## config.mk

```make
export PLATFORM = sky130hd
export DESIGN_NAME = bdf_cell
export DESIGN_NICKNAME = d
export VERILOG_FILES = /design/src/rtl/core/bdf_pkg.sv /design/src/rtl/core/bdf_cell.sv
export SDC_FILE = /design/constraint.sdc
export NUM_CORES = 1
export LEC_CHECK = 0
export BUFFER_PORTS_ARGS = -buffer_cell sky130_fd_sc_hd__buf_2
export CORE_UTILIZATION = 35
export DETAILED_ROUTE_END_ITERATION = 10
export PLACE_DENSITY = 0.63
export SYNTH_ARGS = -nofsm -noshare
export SYNTH_HDL_FRONTEND = slang
export SYNTH_SLANG_ARGS = --single-unit
```

## constraint.sdc

```tcl
create_clock -name clk -period 2.7 [get_ports clk]
set_input_delay 0.405 -clock clk [delete_from_list [all_inputs] [get_ports clk]]
set_output_delay 0.405 -clock clk [all_outputs]
set_load 0.01 [all_outputs]
```

## src/rtl/core/bdf_pkg.sv

```systemverilog
`timescale 1ns / 1ps

package bdf_pkg;

	localparam int COORD_W  = 32;
	localparam int SLOT_W   = 6;
	localparam int UCOUNT_W = 7;

	typedef struct packed {
		logic [COORD_W-1:0] coord_x1;
		logic [COORD_W-1:0] coord_y1;
		logic [COORD_W-1:0] coord_x2;
		logic [COORD_W-1:0] coord_y2;
		logic               batch_end;
	} box_in_t;

	typedef struct packed {
		logic                is_new;
		logic [SLOT_W-1:0]   slot_index;
		logic [UCOUNT_W-1:0] unique_count;
		logic                table_full_drop;
		logic [COORD_W-1:0]  out_x1;
		logic [COORD_W-1:0]  out_y1;
		logic [COORD_W-1:0]  out_x2;
		logic [COORD_W-1:0]  out_y2;
		logic                batch_last;
	} result_t;

	// stored box, four raw single-precision patterns
	typedef struct packed {
		logic [COORD_W-1:0] x1;
		logic [COORD_W-1:0] y1;
		logic [COORD_W-1:0] x2;
		logic [COORD_W-1:0] y2;
	} box_t;

	// search token handed from cell to cell
	typedef struct packed {
		logic              active;
		logic              done;
		logic              is_new;
		logic [SLOT_W-1:0] slot;
	} token_t;

	localparam logic [COORD_W-1:0] MAG_MASK = 32'h7FFF_FFFF;
	localparam logic [COORD_W-1:0] INF_MAG  = 32'h7F80_0000;

	// ieee equality: nan matches nothing, signed zeros match
	function automatic logic coord_eq(input logic [COORD_W-1:0] a,
					  input logic [COORD_W-1:0] b);
		logic [COORD_W-1:0] ma;
		logic [COORD_W-1:0] mb;
		ma = a & MAG_MASK;
		mb = b & MAG_MASK;
		if (ma > INF_MAG || mb > INF_MAG) begin
			return 1'b0;
		end else if (ma == '0 && mb == '0) begin
			return 1'b1;
		end else begin
			return a == b;
		end
	endfunction

	function automatic logic box_eq(input box_t s, input box_t c);
		return coord_eq(s.x1, c.x1) && coord_eq(s.y1, c.y1) &&
		       coord_eq(s.x2, c.x2) && coord_eq(s.y2, c.y2);
	endfunction

endpackage

```

## src/rtl/core/bdf_cell.sv

```systemverilog
`timescale 1ns / 1ps

module bdf_cell #(
	parameter int CNT_W = 7,
	parameter int INDEX = 0
) (
	input  logic            clk,
	input  logic            arst_n,
	input  bdf_pkg::box_t   cand,
	input  logic [CNT_W-1:0] count,
	input  bdf_pkg::token_t tok_in,
	output bdf_pkg::token_t tok_out
);
	import bdf_pkg::*;

	localparam logic [CNT_W-1:0] IDX = CNT_W'(INDEX);
	localparam logic [SLOT_W-1:0] IDX_SLOT = SLOT_W'(INDEX);

	box_t   entry_q;
	token_t tok_q;
	logic   live;
	logic   hit;
	logic   take;

	assign live = tok_in.active && !tok_in.done;
	// entries below the count hold boxes of this batch
	assign hit  = live && (IDX < count) && box_eq(entry_q, cand);
	// first free slot takes the box when nothing earlier matched
	assign take = live && (IDX == count);

	always_ff @(posedge clk) begin
		if (take) begin
			entry_q <= cand;
		end
	end

	always_ff @(posedge clk or negedge arst_n) begin
		if (!arst_n) begin
			tok_q <= '0;
		end else begin
			tok_q.active <= tok_in.active;
			tok_q.done   <= tok_in.done | hit | take;
			tok_q.is_new <= take ? 1'b1 : tok_in.is_new;
			tok_q.slot   <= (hit || take) ? IDX_SLOT : tok_in.slot;
		end
	end

	assign tok_out = tok_q;

endmodule
```

==> impl_metrics.json, run 1 <==
{
  "outcome": "finished, final reports clean",
  "nFillCells": 1555,
  "max_freq_mhz": 435.2,
  "dieArea_mm2": 0.01862,
  "dp_hpwl_um": 12420,
  "ys_seq_elements": 137,
  "track_usage": 0.1774,
  "r2r_end": "tok_out[0]",
  "final.min_clock_period_ns": 2.298,
  "setup_viol": 0,
  "layout_setup_ws_ns": 0.4023,
  "clk_path_buf_depth": 2,
  "syn_to_final_growth_pct": 28.49,
  "synth_area_leaders": "edfxtp_1 (61%), xnor2_1 (18%), nor4_1 (6.2%)",
  "start_util": 0.3621,
  "combPwrFrac": 0.066,
  "min_path_cells": 1,
  "ctsRootBufferMaster": "clkbuf_16",
  "synth_top_area_share": 0.6074,
  "cp.arrival_ns": 2.58,
  "die_h_um": 136.5,
  "grt_max_degree": 89,
  "r2r_cells": 6,
  "mappedNetlistNets": 601,
  "place_ws_ns": 0.3193,
  "ant_nets": 0,
  "post-route-period-util": 0.8510,
  "finalNetCount": 781,
  "syn_inst": 455,
  "p_int_mw": 4.140,
  "synth_top_family_by_area": "XOR/XNOR gates",
  "p_per_area_mw_per_mm2": 644.6,
  "synth-simple-area-share": 0.1607,
  "crit_start": "entry_q[0]",
  "drt-pass1-iter-count": 5,
  "end_kind": "flop",
  "ys_types": 22,
  "rsz0062_at_grt": "no",
  "ys_seq_area_frac": 0.6429,
  "cts_setup_buffers": 0,
  "hold_end": "tok_out[8]",
  "async_reset_ff_frac": 0.06569,
  "startpoint_type": "flop",
  "place.gp.congestion": 0.8634,
  "grt_pass1_wl_um": 24560,
  "clk_latency_ns": 0.42,
  "clock-sinks": 137,
  "drc_errors": 0,
  "yosys.area_share.xor_xnor": 0.1771,
  "post_synth.cell_area_avg_um2": 13.91,
  "reg2reg_slack_ns": 0.40,
  "max-vdd-ir-drop_mv": 0.3999,
  "cts_buffers": 17,
  "wl_per_cell_um": 18.39,
  "pin_count": 155,
  "synth_edf_count": 128,
  "drv_slew": 0,
  "post_route_cells_drive_above_1_share": 0.3025,
  "maxCapViolations": 0,
  "synth_common_cells": "edfxtp_1 (128), xnor2_1 (128), nor4_1 (63)",
  "hold_class": "in -> reg",
  "finalInstanceArea_mm2": 0.008132,
  "place_area_mm2": 0.007475,
  "drt_iter0_drc": 277,
  "setup.worst_path.class": "reg -> reg",
  "first_global_vias": 4721,
  "clock_power_share": 0.488,
  "worst_pin_slew_ns": 0.4961,
  "portBuffers": 154,
  "synth_compound_area_frac": 0.01858,
  "cts_htree_levels": 4,
  "yosysWarnings": 0,
  "syn_area_mm2": 0.006329,
  "power_leakage_nw": 2.629,
  "hold_viol_final": 0,
  "hold_path_startpoint": "tok_in[8]",
  "vias_per_cell": 5.223,
  "seqPwrFrac": 0.446,
  "synth_top_area_cell": "edfxtp_1",
  "antenna_found_initial": 3,
  "rows": 48,
  "core_area_mm2": 0.01748,
  "path_max_fanout": 7,
  "final_core_util": 0.4653,
  "finClkSkew_ns": 0.01721,
  "clk_pin_slew_ns": 0.06,
  "worstPathRequired_ns": 2.98,
  "overflow": 0,
  "r2r-start": "entry_q[0]",
  "power_switching_mw": 1.101,
  "wl_um": 16080,
  "synth_adder_area_share": 0,
  "vias": 4565,
  "p_sw_frac": 0.2101,
  "cts_tree": "built",
  "synthMuxAreaShare": 0,
  "ys.flop_type": "edfxtp_1",
  "relSlewSlack": 0.6641,
  "fp.dieW_um": 136.5
}
==> metal layers <==
layer  track usage  vias to the layer above  part of all wire
met1        0.2259                     2216              0.44
met5             0                        -           0.00081
met3       0.05034                       19             0.057
met4       0.06235                        2             0.015
li1              -                     2193                 -
met2        0.2871                      135              0.49
==> cell families after synthesis <==
family,count (synthesis)
XOR/XNOR,128
buffers and inverters,1
flip-flops,137
AND/OR/NAND/NOR,170
AO/OA/AOI/OAI,19
==> worst max-delay path, cell delays in order (launching register included) <==
cell and delay (ns):
edfxtp_1 0.41, nor4_1 0.36, nand4_1 0.18, o21ai_0 0.41
o311ai_1 0.25, nor4_4 0.41, a21oi_1 0.13
==> layout by cell type, fill, tap and decap left out, types with 9 or more instances in the layout <==
master	netlist	final
edfxtp_1	128	128
nand2_1	15	15
dfrtp_1	9	9
buf_2	0	154
nor4_1	63	63
xnor2_1	128	128
nor3_1	11	11
clkbuf_16	0	17
nand4_1	59	59
nor2_1	12	12
==> how the worst max path moves through the flow <==
stage          cells past startpoint  slack (ns)         end
2_1_floorplan                      3       -0.23  entry_q[0]
3_3_place_gp                       6        0.31  tok_out[5]
3_5_place_dp                       6        0.32  tok_out[0]
4_1_cts                            6        0.29  tok_out[0]
5_1_grt                            6        0.17  tok_out[0]
6_report                           6        0.40  tok_out[0]
==> repair_timing <==
item / 4_1_cts / 5_1_grt
endpoints found under the hold margin: 9 / 0
hold buffers: 1 / 0
gates resized for setup: 0 / 0
==> stage by stage <==
stage	hold WS [ns]	total power [mW]	setup TNS, ns	cells
floorplan	0.1094	2.500	-29.01	455
global placement	0.2754	2.720	0	840
detailed placement	0.2815	2.727	0	840
CTS	0.1287	5.300	0	873
global route	0.1295	5.421	0	873
finish	0.1399	5.241	0	874
==> state kept, by name, summed over array words and instances (netlist names) <==
signal,flops
entry_q,128
tok_out,9
==> power by group through the flow <==
stage | Sequential (mW) | Combinational (mW) | Clock [mW]
after floorplan | 2.39 | 0.115 | 0
after global placement | 2.38 | 0.339 | 0
after detailed placement | 2.38 | 0.345 | 0
after CTS | 2.34 | 0.349 | 2.61
after global routing | 2.34 | 0.376 | 2.71
final | 2.34 | 0.346 | 2.56
==> final cells by class <==
cell class / instances / area (um2) / share of cell area
Inverter: 1 / 7.507 / 0.0009232
Clock inverter: 15 / 219.0 / 0.02693
Clock buffer: 17 / 425.4 / 0.05232
Timing Repair Buffer: 161 / 850.8 / 0.1046
Multi-Input combinational cell: 317 / 2276 / 0.2799
Antenna cell: 1 / 2.502 / 0.0003077
Sequential cell: 137 / 4069 / 0.5004
Tap cell: 225 / 281.5 / 0.03462
Note: power is estimated with default switching activity, not from simulation.
==> run 2: changes to the inputs <==
--- a/config.mk
+++ b/config.mk
@@ -5,10 +5,11 @@
 export SDC_FILE = /design/constraint.sdc
 export NUM_CORES = 1
 export LEC_CHECK = 0
+export ABC_AREA = 1
 export BUFFER_PORTS_ARGS = -buffer_cell sky130_fd_sc_hd__buf_2
 export CORE_UTILIZATION = 35
 export DETAILED_ROUTE_END_ITERATION = 10
-export PLACE_DENSITY = 0.63
+export PLACE_DENSITY = 0.62
 export SYNTH_ARGS = -nofsm -noshare
 export SYNTH_HDL_FRONTEND = slang
 export SYNTH_SLANG_ARGS = --single-unit
==> impl_metrics.json, run 2 <==
{
  "clk_pin_slew_ns": 0.06,
  "drc_errors": 0,
  "ctsRootBufferMaster": "clkbuf_16",
  "wl_per_cell_um": 12.42,
  "antenna_found_initial": 2,
  "cts_resized": 0,
  "combPwrFrac": 0.077,
  "worst_pin_slew_ns": 0.3994,
  "vias": 5920,
  "ys_seq_area_frac": 0.5548,
  "hold_end": "tok_out[8]",
  "clk_path_buf_depth": 2,
  "worstPathRequired_ns": 3.00,
  "outcome": "finished, final reports clean",
  "final.min_clock_period_ns": 1.768,
  "nFillCells": 2013,
  "synth-simple-area-share": 0.2967,
  "clk_latency_ns": 0.41,
  "max-vdd-ir-drop_mv": 0.4216,
  "cts_tree": "built",
  "max_freq_mhz": 565.7,
  "ys_types": 17,
  "p_sw_frac": 0.2265,
  "yosys.area_share.xor_xnor": 0.08837,
  "yosysWarnings": 0,
  "finClkSkew_ns": 0.007963,
  "r2r-start": "entry_q[68]",
  "synth_common_cells": "nand2_1 (291), nor2_1 (205), edfxtp_1 (128)",
  "ys_seq_elements": 137,
  "r2r_cells": 12,
  "relSlewSlack": 0.7337,
  "path_max_fanout": 6,
  "ys.flop_type": "edfxtp_1",
  "rows": 52,
  "yosysMostFrequentCell": "nand2_1",
  "largest_register": "entry_q",
  "portBuffers": 154,
  "ant_nets": 0,
  "async_reset_ff_frac": 0.06569,
  "register_area_mm2": 0.004069,
  "rsz0062_at_grt": "no",
  "hold_buffers": 1,
  "clock_power_share": 0.433,
  "vias_per_cell": 4.418,
  "p_int_mw": 3.686,
  "fp.dieW_um": 146.8,
  "syn_inst": 880,
  "hold_class": "in -> reg",
  "maxCapViolations": 0,
  "core_area_mm2": 0.02036,
  "track_usage": 0.1600,
  "grt_max_degree": 70,
  "power_leakage_nw": 3.922,
  "finalInstanceArea_mm2": 0.009015,
  "syn_area_mm2": 0.007335,
  "finalNetCount": 1202,
  "finalSetupTns_ns": 0,
  "first_global_vias": 5548,
  "place.gp.congestion": 0.8044,
  "start_util": 0.3602,
  "synth_adder_area_share": 0,
  "synth_top_area_share": 0.5241,
  "end_kind": "flop",
  "cts_setup_buffers": 0,
  "min_path_cells": 1,
  "mappedNetlistNets": 1026,
  "p_per_area_mw_per_mm2": 528.6,
  "setup_viol": 0,
  "grt_pass1_wl_um": 26570,
  "clock-sinks": 137,
  "pin_count": 155,
  "r2r_end": "tok_out[3]",
  "startpoint_type": "flop",
  "post-route-period-util": 0.6547,
  "drt_iter0_drc": 304,
  "synth_edf_count": 128,
  "drt-pass1-iter-count": 6,
  "post_route_cells_drive_above_1_share": 0.1749,
  "hold_viol_final": 0,
  "most-common-layout-cells": "nand2_1 (290), nor2_1 (205), buf_2 (154)",
  "seqPwrFrac": 0.490,
  "cts_htree_levels": 4,
  "cts_buffers": 17,
  "place_area_mm2": 0.008489,
  "synth_compound_area_frac": 0.001365,
  "dieArea_mm2": 0.02154,
  "cp.arrival_ns": 2.07,
  "post_synth.cell_area_avg_um2": 8.335,
  "largest_reg_flops": 128,
  "setup.worst_path.class": "reg -> reg",
  "synth_area_leaders": "edfxtp_1 (52%), nand2_1 (15%), nor2_1 (10%)",
  "dp_hpwl_um": 12920,
  "power_switching_mw": 1.079,
  "drv_slew": 0,
  "synth_top_area_cell": "edfxtp_1",
  "final_common_cell": "nand2_1",
  "synthMuxAreaShare": 0,
  "multi_input_area_mm2": 0.002836,
  "die_h_um": 146.8,
  "reg2reg_slack_ns": 0.93,
  "synth_top_family_by_area": "simple AND/OR/NAND/NOR gates",
  "overflow": 0,
  "hold_path_startpoint": "tok_in[8]",
  "syn_to_final_growth_pct": 22.91,
  "wl_um": 16650
}
-- run 2: cell types whose count changed after synthesis, moves of 8 or more --
cell / delta
xor2_1: +25
inv_1: +114
nor3_1: -8
nand4_1: -38
nand3_1: +26
xnor2_1: -79
nand2_1: +276
nor4_1: -63
nor2_1: +193
-- run 2: cell families after synthesis --
group / after synthesis
DFF: 137
buffers and inverters: 115
AOI/OAI and AO/OA: 2
xor gates and xnor gates: 74
and+or+nand+nor: 552
-- run 2: power groups by stage --
stage | clock [mW] | sequential, mW | combinational [mW]
after detailed placement | 0 | 2.38 | 0.369
after CTS | 2.12 | 2.34 | 0.371
after global placement | 0 | 2.38 | 0.361
after floorplan | 0 | 2.39 | 0.147
final | 2.06 | 2.34 | 0.366
after global routing | 2.19 | 2.34 | 0.413
-- run 2: metrics by stage --
| stage | std cells | util | hold slack, ns | setup slack, ns | power (mW) |
|---|---|---|---|---|---|
| floorplan | 880 | - | 0.1094 | -0.3719 | 2.532 |
| global placement | 1306 | 0.4169 | 0.2989 | 0.7045 | 2.742 |
| detailed placement | 1306 | 0.4169 | 0.3016 | 0.7031 | 2.750 |
| CTS | 1339 | 0.4426 | 0.1084 | 0.8864 | 4.829 |
| global route | 1339 | 0.4426 | 0.1113 | 0.7558 | 4.943 |
| finish | 1340 | 0.4427 | 0.1320 | 0.9323 | 4.765 |
-- run 2: layout make-up --
type	count	area share
Sequential cell	137	0.4514
Timing Repair Buffer	157	0.09105
Inverter	115	0.04830
Clock buffer	24	0.05121
Multi-Input combinational cell	628	0.3146
Tap cell	270	0.03747
Antenna cell	1	0.0002776
Clock inverter	8	0.005690
-- run 2: metal layers --
| layer | wire, um | part of all wire | track usage | vias up |
|---|---|---|---|---|
| met1 | 7966 | 0.48 | 0.2068 | 2646 |
| met4 | 296 | 0.018 | 0.05990 | 4 |
| met5 | 27 | 0.0016 | 0 | - |
| li1 | - | - | - | 3107 |
| met2 | 7560 | 0.45 | 0.2597 | 139 |
| met3 | 795 | 0.048 | 0.03851 | 24 |
-- run 2: critical path: stages, from the launching register on --
cell      delay, ns
edfxtp_1       0.41
nor2_1         0.15
nand3_1        0.12
nor2_2         0.13
nand3_1        0.08
nand2_1        0.07
nand2_1        0.09
nor2_1         0.14
nand2_1        0.06
nor2_1         0.09
nand2_1        0.08
nand2_2        0.16
nor2_1         0.06
-- run 2: worst max-delay path by stage --
stage                  from           to  slack (ns)  depth (start not counted)
6_report        entry_q[68]   tok_out[3]        0.93                         12
5_1_grt        entry_q[124]   tok_out[2]        0.76                         14
4_1_cts         entry_q[18]   tok_out[3]        0.89                         12
3_5_place_dp       count[1]  entry_q[76]        0.70                          6
3_3_place_gp       count[1]  entry_q[76]        0.70                          6
2_1_floorplan      count[1]   tok_out[6]       -0.37                          5
